<file path="config.mk">
export PLATFORM = sky130hd
export DESIGN_NAME = cellular_automaton_wall_smoothing_top_flat
export DESIGN_NICKNAME = d
export VERILOG_FILES = /design/src/design/cawall_pkg.sv /design/src/design/cawall_if.sv /design/src/design/cellular_automaton_wall_smoothing_top.sv /design/src/design/cawall_ram.sv /design/src/design/cawall_rule.sv /design/src/flat_wrapper.sv
export SDC_FILE = /design/constraint.sdc
export NUM_CORES = 2
export LEC_CHECK = 0
export ABC_AREA = 0
export BUFFER_PORTS_ARGS = -buffer_cell sky130_fd_sc_hd__buf_2
export CELL_PAD_IN_SITES_DETAIL_PLACEMENT = 1
export CELL_PAD_IN_SITES_GLOBAL_PLACEMENT = 2
export CORE_ASPECT_RATIO = 1.1
export CORE_MARGIN = 2
export CORE_UTILIZATION = 45
export DETAILED_ROUTE_END_ITERATION = 7
export PLACE_DENSITY_LB_ADDON = 0.1
export SYNTH_ARGS = -nofsm -noshare
export SYNTH_HDL_FRONTEND = slang
export SYNTH_SLANG_ARGS = --single-unit
export TNS_END_PERCENT = 30
</file>
<file path="constraint.sdc">
create_clock -name clk -period 21.3 [get_ports clk]
set_clock_uncertainty 0.15 [all_clocks]
set_input_delay 2.13 -clock clk [delete_from_list [all_inputs] [get_ports clk]]
set_output_delay 2.13 -clock clk [all_outputs]
set_load 0.05 [all_outputs]
</file>
<file path="src/design/cawall_pkg.sv">
package cawall_pkg;

    localparam int MAX_ROW_LENGTH  = 1024;
    localparam int ROW_COUNT_LIMIT = 4096;

    localparam int ROW_LENGTH_W = 11;
    localparam int ROW_COUNT_W  = 13;
    localparam int THRESH_W     = 4;
    localparam int CFG_INDEX_W  = 2;
    localparam int CFG_DATA_W   = 13;

    // Column index into the line stores, and a length that can hold MAX_ROW_LENGTH itself.
    localparam int COL_W     = $clog2(MAX_ROW_LENGTH);
    localparam int EFF_LEN_W = $clog2(MAX_ROW_LENGTH + 1);

    // The row counter runs one row past the frame to drain the last row.
    localparam int ROW_W = ROW_COUNT_W;

    localparam int WIN_BITS = 9;

    typedef enum logic [CFG_INDEX_W-1:0] {
        REG_ROW_LENGTH = 2'd0,
        REG_ROW_COUNT  = 2'd1,
        REG_SURVIVE    = 2'd2,
        REG_BIRTH      = 2'd3
    } cfg_reg_t;

    localparam logic ACT_CELL  = 1'b0;
    localparam logic ACT_FLUSH = 1'b1;

    typedef struct packed {
        logic left_ok;
        logic right_ok;
        logic top_ok;
        logic bot_ok;
    } edge_mask_t;

    typedef struct packed {
        logic upper;
        logic middle;
    } line_pair_t;

endpackage

</file>
<file path="src/design/cawall_if.sv">
interface cawall_in_if;
    logic valid;
    logic ready;
    logic action;
    logic cell_wall;

    modport source (output valid, output action, output cell_wall, input ready);
    modport sink (input valid, input action, input cell_wall, output ready);
endinterface

interface cawall_out_if;
    logic valid;
    logic ready;
    logic out_wall;
    logic out_last;

    modport source (output valid, output out_wall, output out_last, input ready);
    modport sink (input valid, input out_wall, input out_last, output ready);
endinterface

</file>
<file path="src/design/cellular_automaton_wall_smoothing_top.sv">
// Channel   | Dir | Payload               | Handshake
// ----------+-----+-----------------------+------------
// cell_in   | in  | action, cell_wall     | valid/ready
// cell_out  | out | out_wall, out_last    | valid/ready
// cfg       | in  | cfg_index, cfg_data   | cfg_write
//
// Unless stalled, one request is taken per cycle; any result is registered in the next cycle.
// Results trail the request stream by one row plus one cell, set by the two line stores.
// The line stores sit in one 2-bit wide RAM whose read is prefetched one request ahead.
// Reset clears counters and window at once; line store entries are masked until written.
// A request is taken while the output register is empty or being emptied in the same cycle.
module cellular_automaton_wall_smoothing_top
    import cawall_pkg::*;
(
    input  logic                   clk,
    input  logic                   rst_n,
    cawall_in_if.sink              cell_in,
    cawall_out_if.source           cell_out,
    input  logic                   cfg_write,
    input  logic [CFG_INDEX_W-1:0] cfg_index,
    input  logic [CFG_DATA_W-1:0]  cfg_data
);

    logic [EFF_LEN_W-1:0] eff_len_reg, eff_len_next;
    logic [ROW_W-1:0]     eff_cnt_reg, eff_cnt_next;
    logic [THRESH_W-1:0]  survive_reg, survive_next;
    logic [THRESH_W-1:0]  birth_reg, birth_next;
    logic [COL_W-1:0]     col_reg, col_next;
    logic [ROW_W-1:0]     row_reg, row_next;
    logic [WIN_BITS-1:0]  window_reg, window_next;
    logic                 fwd_reg, fwd_next;
    line_pair_t           fwd_data_reg, fwd_data_next;
    logic                 out_valid_reg, out_valid_next;
    logic                 out_wall_reg, out_wall_next;
    logic                 out_last_reg, out_last_next;

    logic                 accept;
    logic                 geom_write;
    logic                 cell_v;
    line_pair_t           ram_rdata;
    line_pair_t           line_q;
    line_pair_t           line_wdata;
    logic [COL_W-1:0]     ram_raddr;
    logic [WIN_BITS-1:0]  window_shift;
    logic [WIN_BITS-1:0]  rule_win;
    edge_mask_t           rule_mask;
    logic                 rule_wall;
    logic                 col_zero;
    logic                 emit_row_end;
    logic                 emit_inner;
    logic                 emit;
    logic                 frame_last;
    logic [EFF_LEN_W-1:0] col_inc;
    logic [ROW_W-1:0]     cnt_plus_one;

    assign cell_in.ready   = !out_valid_reg || cell_out.ready;
    assign accept          = cell_in.valid && cell_in.ready;
    assign cell_out.valid  = out_valid_reg;
    assign cell_out.out_wall = out_wall_reg;
    assign cell_out.out_last = out_last_reg;

    assign geom_write = cfg_write
                        && (cfg_reg_t'(cfg_index) == REG_ROW_LENGTH
                            || cfg_reg_t'(cfg_index) == REG_ROW_COUNT);

    // Configuration registers; geometry is clamped to its legal range as it is written.
    always_comb
    begin
        logic [ROW_LENGTH_W-1:0] len_raw;
        logic [ROW_COUNT_W-1:0]  cnt_raw;
        len_raw      = cfg_data[ROW_LENGTH_W-1:0];
        cnt_raw      = cfg_data[ROW_COUNT_W-1:0];
        eff_len_next = eff_len_reg;
        eff_cnt_next = eff_cnt_reg;
        survive_next = survive_reg;
        birth_next   = birth_reg;
        if (cfg_write)
        begin
            unique case (cfg_reg_t'(cfg_index))
                REG_ROW_LENGTH:
                begin
                    if (len_raw == '0)
                        eff_len_next = EFF_LEN_W'(1);
                    else if (32'(len_raw) > 32'(MAX_ROW_LENGTH))
                        eff_len_next = EFF_LEN_W'(MAX_ROW_LENGTH);
                    else
                        eff_len_next = EFF_LEN_W'(len_raw);
                end
                REG_ROW_COUNT:
                begin
                    if (cnt_raw == '0)
                        eff_cnt_next = ROW_W'(1);
                    else if (32'(cnt_raw) > 32'(ROW_COUNT_LIMIT))
                        eff_cnt_next = ROW_W'(ROW_COUNT_LIMIT);
                    else
                        eff_cnt_next = ROW_W'(cnt_raw);
                end
                REG_SURVIVE:    survive_next = cfg_data[THRESH_W-1:0];
                REG_BIRTH:      birth_next   = cfg_data[THRESH_W-1:0];
                default:        ;
            endcase
        end
    end

    // The RAM output holds the line store entries for the current column; a write to the
    // same column in the previous cycle is forwarded around the RAM.
    assign line_q = fwd_reg ? fwd_data_reg : ram_rdata;

    assign cell_v = (cell_in.action == ACT_FLUSH || row_reg >= eff_cnt_reg)
                    ? 1'b1 : cell_in.cell_wall;

    assign window_shift = {cell_v, line_q.middle, line_q.upper, window_reg[8:3]};

    assign line_wdata.upper  = line_q.middle;
    assign line_wdata.middle = cell_v;

    assign col_zero     = (col_reg == '0);
    assign cnt_plus_one = eff_cnt_reg + ROW_W'(1);
    assign col_inc      = EFF_LEN_W'(col_reg) + EFF_LEN_W'(1);

    // At column zero the finished cell is the last one of the row two rows up, taken from the
    // window before it shifts; otherwise it is the center of the shifted window.
    assign emit_row_end = col_zero && (row_reg >= ROW_W'(2));
    assign emit_inner   = !col_zero && (row_reg >= ROW_W'(1)) && (row_reg <= eff_cnt_reg);
    assign emit         = emit_row_end || emit_inner;
    assign frame_last   = emit_row_end && (row_reg == cnt_plus_one);

    always_comb
    begin
        if (col_zero)
        begin
            rule_win            = {3'b000, window_reg[8:3]};
            rule_mask.left_ok   = (eff_len_reg >= EFF_LEN_W'(2));
            rule_mask.right_ok  = 1'b0;
            rule_mask.top_ok    = (row_reg >= ROW_W'(3));
            rule_mask.bot_ok    = (row_reg <= eff_cnt_reg);
        end
        else
        begin
            rule_win            = window_shift;
            rule_mask.left_ok   = (col_reg >= COL_W'(2));
            rule_mask.right_ok  = 1'b1;
            rule_mask.top_ok    = (row_reg >= ROW_W'(2));
            rule_mask.bot_ok    = (row_reg < eff_cnt_reg);
        end
    end

    cawall_rule u_rule (
        .win            (rule_win),
        .mask           (rule_mask),
        .survive_thresh (survive_reg),
        .birth_thresh   (birth_reg),
        .wall           (rule_wall)
    );

    // Position counters, window and output register.
    always_comb
    begin
        col_next       = col_reg;
        row_next       = row_reg;
        window_next    = window_reg;
        out_valid_next = out_valid_reg;
        out_wall_next  = out_wall_reg;
        out_last_next  = out_last_reg;

        if (cell_out.ready)
        begin
            out_valid_next = 1'b0;
        end

        if (geom_write)
        begin
            col_next    = '0;
            row_next    = '0;
            window_next = '0;
        end
        else if (accept)
        begin
            out_valid_next = emit;
            out_wall_next  = rule_wall;
            out_last_next  = frame_last;
            if (emit && frame_last)
            begin
                col_next    = '0;
                row_next    = '0;
                window_next = '0;
            end
            else
            begin
                window_next = window_shift;
                if (col_inc >= eff_len_reg)
                begin
                    col_next = '0;
                    row_next = row_reg + ROW_W'(1);
                end
                else
                begin
                    col_next = col_inc[COL_W-1:0];
                end
            end
        end
    end

    // Prefetch the entries for the column the next request will use.
    assign ram_raddr     = col_next;
    assign fwd_next      = accept && (col_reg == ram_raddr);
    assign fwd_data_next = line_wdata;

    cawall_ram #(
        .WIDTH ($bits(line_pair_t)),
        .DEPTH (MAX_ROW_LENGTH)
    ) u_line_ram (
        .clk   (clk),
        .we    (accept),
        .waddr (col_reg),
        .wdata (line_wdata),
        .raddr (ram_raddr),
        .rdata (ram_rdata)
    );

    always_ff @(posedge clk or negedge rst_n)
    begin
        if (!rst_n)
        begin
            eff_len_reg   <= EFF_LEN_W'(64);
            eff_cnt_reg   <= ROW_W'(64);
            survive_reg   <= THRESH_W'(3);
            birth_reg     <= THRESH_W'(4);
            col_reg       <= '0;
            row_reg       <= '0;
            window_reg    <= '0;
            fwd_reg       <= 1'b0;
            out_valid_reg <= 1'b0;
        end
        else
        begin
            eff_len_reg   <= eff_len_next;
            eff_cnt_reg   <= eff_cnt_next;
            survive_reg   <= survive_next;
            birth_reg     <= birth_next;
            col_reg       <= col_next;
            row_reg       <= row_next;
            window_reg    <= window_next;
            fwd_reg       <= fwd_next;
            out_valid_reg <= out_valid_next;
        end
    end

    always_ff @(posedge clk)
    begin
        fwd_data_reg <= fwd_data_next;
        out_wall_reg <= out_wall_next;
        out_last_reg <= out_last_next;
    end

endmodule

</file>
<file path="src/design/cawall_ram.sv">
module cawall_ram #(
    parameter int WIDTH = 2,
    parameter int DEPTH = 1024
) (
    input  logic                     clk,
    input  logic                     we,
    input  logic [$clog2(DEPTH)-1:0] waddr,
    input  logic [WIDTH-1:0]         wdata,
    input  logic [$clog2(DEPTH)-1:0] raddr,
    output logic [WIDTH-1:0]         rdata
);

    logic [WIDTH-1:0] mem [DEPTH];
    logic [WIDTH-1:0] rdata_reg;

    always_ff @(posedge clk)
    begin
        if (we)
        begin
            mem[waddr] <= wdata;
        end
        rdata_reg <= mem[raddr];
    end

    assign rdata = rdata_reg;

endmodule

</file>
<file path="src/design/cawall_rule.sv">
module cawall_rule
    import cawall_pkg::*;
(
    input  logic [WIN_BITS-1:0] win,
    input  edge_mask_t          mask,
    input  logic [THRESH_W-1:0] survive_thresh,
    input  logic [THRESH_W-1:0] birth_thresh,
    output logic                wall
);

    logic [3:0] count;

    // Window bit (col*3 + row); col 0 is left, row 0 is top, bit 4 is the center.
    always_comb
    begin
        logic in_grid;
        count = '0;
        for (int col = 0; col < 3; col++)
        begin
            for (int row = 0; row < 3; row++)
            begin
                in_grid = 1'b1;
                if (col == 0 && !mask.left_ok)  in_grid = 1'b0;
                if (col == 2 && !mask.right_ok) in_grid = 1'b0;
                if (row == 0 && !mask.top_ok)   in_grid = 1'b0;
                if (row == 2 && !mask.bot_ok)   in_grid = 1'b0;
                if (!(col == 1 && row == 1))
                begin
                    count = count + 4'(in_grid ? win[col * 3 + row] : 1'b1);
                end
            end
        end
        if (win[4])
        begin
            wall = (count > survive_thresh);
        end
        else
        begin
            wall = (count > birth_thresh);
        end
    end

endmodule

</file>
<file path="src/flat_wrapper.sv">
// flat-port wrapper written by rule: the top's interface ports become plain ports
module cellular_automaton_wall_smoothing_top_flat import cawall_pkg::*;
  (clk, rst_n, cfg_write, cfg_index, cfg_data, cell_in_valid, cell_in_action, cell_in_cell_wall, cell_in_ready, cell_out_valid, cell_out_out_wall, cell_out_out_last, cell_out_ready);
  cawall_in_if cell_in_i ();
  cawall_out_if cell_out_i ();
  input  logic clk;
  input  logic rst_n;
  input  logic cfg_write;
  input  logic [CFG_INDEX_W-1:0] cfg_index;
  input  logic [CFG_DATA_W-1:0] cfg_data;
  input wire logic [$bits(cell_in_i.valid)-1:0] cell_in_valid;
  input wire logic [$bits(cell_in_i.action)-1:0] cell_in_action;
  input wire logic [$bits(cell_in_i.cell_wall)-1:0] cell_in_cell_wall;
  output wire logic [$bits(cell_in_i.ready)-1:0] cell_in_ready;
  output wire logic [$bits(cell_out_i.valid)-1:0] cell_out_valid;
  output wire logic [$bits(cell_out_i.out_wall)-1:0] cell_out_out_wall;
  output wire logic [$bits(cell_out_i.out_last)-1:0] cell_out_out_last;
  input wire logic [$bits(cell_out_i.ready)-1:0] cell_out_ready;
  assign cell_in_i.valid = cell_in_valid;
  assign cell_in_i.action = cell_in_action;
  assign cell_in_i.cell_wall = cell_in_cell_wall;
  assign cell_in_ready = cell_in_i.ready;
  assign cell_out_valid = cell_out_i.valid;
  assign cell_out_out_wall = cell_out_i.out_wall;
  assign cell_out_out_last = cell_out_i.out_last;
  assign cell_out_i.ready = cell_out_ready;
  cellular_automaton_wall_smoothing_top u_core (.clk(clk), .rst_n(rst_n), .cell_in(cell_in_i), .cell_out(cell_out_i), .cfg_write(cfg_write), .cfg_index(cfg_index), .cfg_data(cfg_data));
endmodule
</file>
==> impl_metrics.tcl <==
set metrics [dict create \
    outcome "finished, final reports clean" \
    power_density_mw_per_mm2 120 \
    yosys_warnings 0 \
    largest_reg_flops 2048 \
    final_area_sq_mm 0.0989 \
    grt_pass1_vias 60700 \
    gr-usage-met3_pct 3.66 \
    start_util_pct 45.1 \
    synth-edff-count 2050 \
    grt_usage_pct 29.6 \
    grt_use_met1_pct 41.4 \
    synthFlopType "edfxtp_1" \
    rsz0062_at_grt "no" \
    tightest_slew_ns 1.32 \
    syn_inst 7133 \
    num_rows 172 \
    fin_util_pct 49.7 \
    firstDrtPassIters 6 \
    nNetsFinal 7013 \
    ir_worst_vdd_mv 0.104 \
    busiest_layer "met2" \
    start_kind "flop" \
    max_freq_mhz 99.8 \
    placement.cell_area_sq_mm 0.0919 \
    drive_above_1_share_pct 8.13 \
    setup_tns_ns 0 \
    fp.dieArea_sq_mm 0.203 \
    grt_pass1_wl_um 436000 \
    ys_ff_latch 2117 \
    grt_start_max_net_pins 231 \
    worst_skew_pair.late_latency_ns 0.87 \
    gp_congestion 0.813 \
    yosysUniqueCellTypes 91 \
    final_antenna_net_count 0 \
    maxSlewHeadroom_pct 11.5 \
    use_met2_pct 48.4 \
    ioPinCount 26 \
    synth_top_cell_by_area "edfxtp_1" \
    syn-cell-area_sq_mm 0.0899 \
    postCtsHoldBufs 0 \
    clockBufferDepth 3 \
    area_delta_synth_final_pct 10.1 \
    leakagePower_nw 31.1 \
    cts_made_buffers 220 \
    final_cell_mix "2050 x edfxtp_1, 1233 x nand2_1, 1075 x nor2_1, 460 x a21oi_1, 309 x nand3_1" \
    cts_tree "done" \
    async_reset_ff_share_pct 2.98 \
    worstPathArrival_ns 10.59 \
    avgViaCountPerCell 6.15 \
    antenna_found_initial 22 \
    route.detailed.drc 0 \
    synth_nets 7202 \
    setup_viol 0 \
    io_buffers 25 \
    worst_ep_required_time_ns 21.87 \
    cts_sinks 2117 \
    routed_wl_um 303000 \
    grt-ovfl-total 0 \
    die_w_um 430 \
    final_common_cell "edfxtp_1" \
    htreeDepth 4 \
    first_iter_violations 6504 \
    synth.top_cell.area_share_pct 68.5 \
    power_mw 11.9 \
    worstSetupEndpointType "flop" \
    hold_path.class "reg -> reg" \
    path_clk_slew_ns 0.06 \
    core_sq_mm 0.199 \
    hold_viol 0 \
    path_class "reg -> reg" \
    die_h_um 473 \
    fin_crit_sh_pct 47.0 \
    drv_slew 0 \
    worstPathMaxFanout 230 \
    vias 59900 \
    dp_hpwl_um 168000 \
    cts.root.buffer_cell "clkbuf_16" \
    cap_violations 0 \
    yosysSeqAreaShare_pct 70.3 \
    syn_avg_cell_area_sq_um 12.6 \
    postCtsSetupRepairBufs 0 \
    post_cts_resized 0 \
    period_minus_slack_ns 10.02 \
    post_drt_wl_per_cell_um 31.1 \
    ys_top_cells_by_area "edfxtp_1 68%, nand2_1 5.3%, nor2_1 4.5%" \
    whs_ns 0.361 \
]
## report_power, final
part           switching (mW)  internal (mW)  leakage [nW]
Combinational            2.23          0.840          8.63
Clock                    1.62           2.14          3.40
Sequential             0.0399           4.98          19.1
## cell usage after synthesis, types with 7 or more instances
cell / number
or4_1: 7
xor2_1: 14
buf_2: 172
nand2_1: 1271
a221oi_1: 249
clkbuf_1: 260
and3_1: 35
a21oi_1: 460
nand2b_1: 19
o41ai_1: 8
a22o_1: 17
nand3_1: 311
a32oi_1: 129
mux2_2: 9
nor2_1: 1078
dfrtp_1: 58
buf_6: 38
nor3_1: 19
or3_1: 7
o21a_1: 7
buf_1: 50
a31oi_1: 38
a32o_1: 20
inv_1: 57
nand4_1: 24
a2111oi_0: 14
buf_4: 66
xnor2_1: 14
a21o_1: 9
o21ai_0: 46
nor2b_1: 12
nor4_1: 50
a311oi_1: 42
ha_1: 43
o211ai_1: 11
mux2i_1: 275
o22ai_1: 32
edfxtp_1: 2050
## final timing paths
check	from	end	slack (ns)	cells after the start
setup / recovery	u_core.col_reg[4]$_DFF_PN0_	u_core.u_line_ram.rdata[0]$_DFF_P_	11.28	24
hold / removal	u_core.window_reg[3]$_DFFE_PN0P_	u_core.window_reg[3]$_DFFE_PN0P_	0.36	1
setup reg to reg	u_core.col_reg[4]$_DFF_PN0_	u_core.u_line_ram.rdata[0]$_DFF_P_	11.28	24
hold reg to reg	u_core.window_reg[3]$_DFFE_PN0P_	u_core.window_reg[3]$_DFFE_PN0P_	0.36	1
max in group asynchronous	rst_n	u_core.row_reg[10]$_DFFE_PN0P_	19.11	2
min in group asynchronous	rst_n	u_core.eff_cnt_reg[9]$_DFFE_PN0P_	1.31	2
## metal layers
metal / vias up / routed length (um) / part of all wire (%)
met5: - / 27 / 0.0089
met4: 4 / 9470 / 3.1
li1: 26000 / - / -
met2: 1966 / 144000 / 48
met3: 421 / 18200 / 6.0
met1: 31600 / 131000 / 43
## critical path: stages (launching register included)
cell and delay [ns]:
dfrtp_1 0.70, and3_1 0.58, inv_1 0.18, nor3_1 0.48
nand3_1 0.17, xnor2_1 0.34, ha_1 0.31, nand2_1 0.09
o211ai_1 0.10, a21o_1 0.19, a21oi_1 0.28, nand3_1 0.25
o21a_4 0.42, clkinv_16 0.55, buf_12 0.60, buf_12 0.45
buf_4 0.68, mux2i_1 0.28, a221oi_1 0.10, a2111oi_0 0.62
o22ai_1 0.31, a31oi_1 0.26, a21oi_1 0.19, a2111oi_2 0.95
nor4_2 0.12
## layout make-up
class	count	area (sq um)
well taps	2610	3270
repair buffers	186	1500
diodes	6	15.0
fillers	20000	100000
clock buffers	284	5950
clock inverters	127	1010
flip-flops and latches	2117	63200
multi-input cells	4358	23700
inverters	61	278
## stage by stage
stage,instances,setup slack (ns)
after floorplan,7133,5.51
after global placement,9332,11.72
after detailed placement,9332,11.51
after CTS,9743,11.49
after global routing,9744,10.68
final,9749,11.28
## cells by family after synthesis
kind of cell / Yosys count / synth area share, %
compound gates: 1132 / 8.73
simple gates: 2866 / 13.0
mux: 284 / 3.18
buf+inv: 658 / 3.75
fa+ha+maj: 48 / 0.699
flops: 2117 / 70.3
xor+xnor: 28 / 0.273
Power figures use the tool's default switching activity.
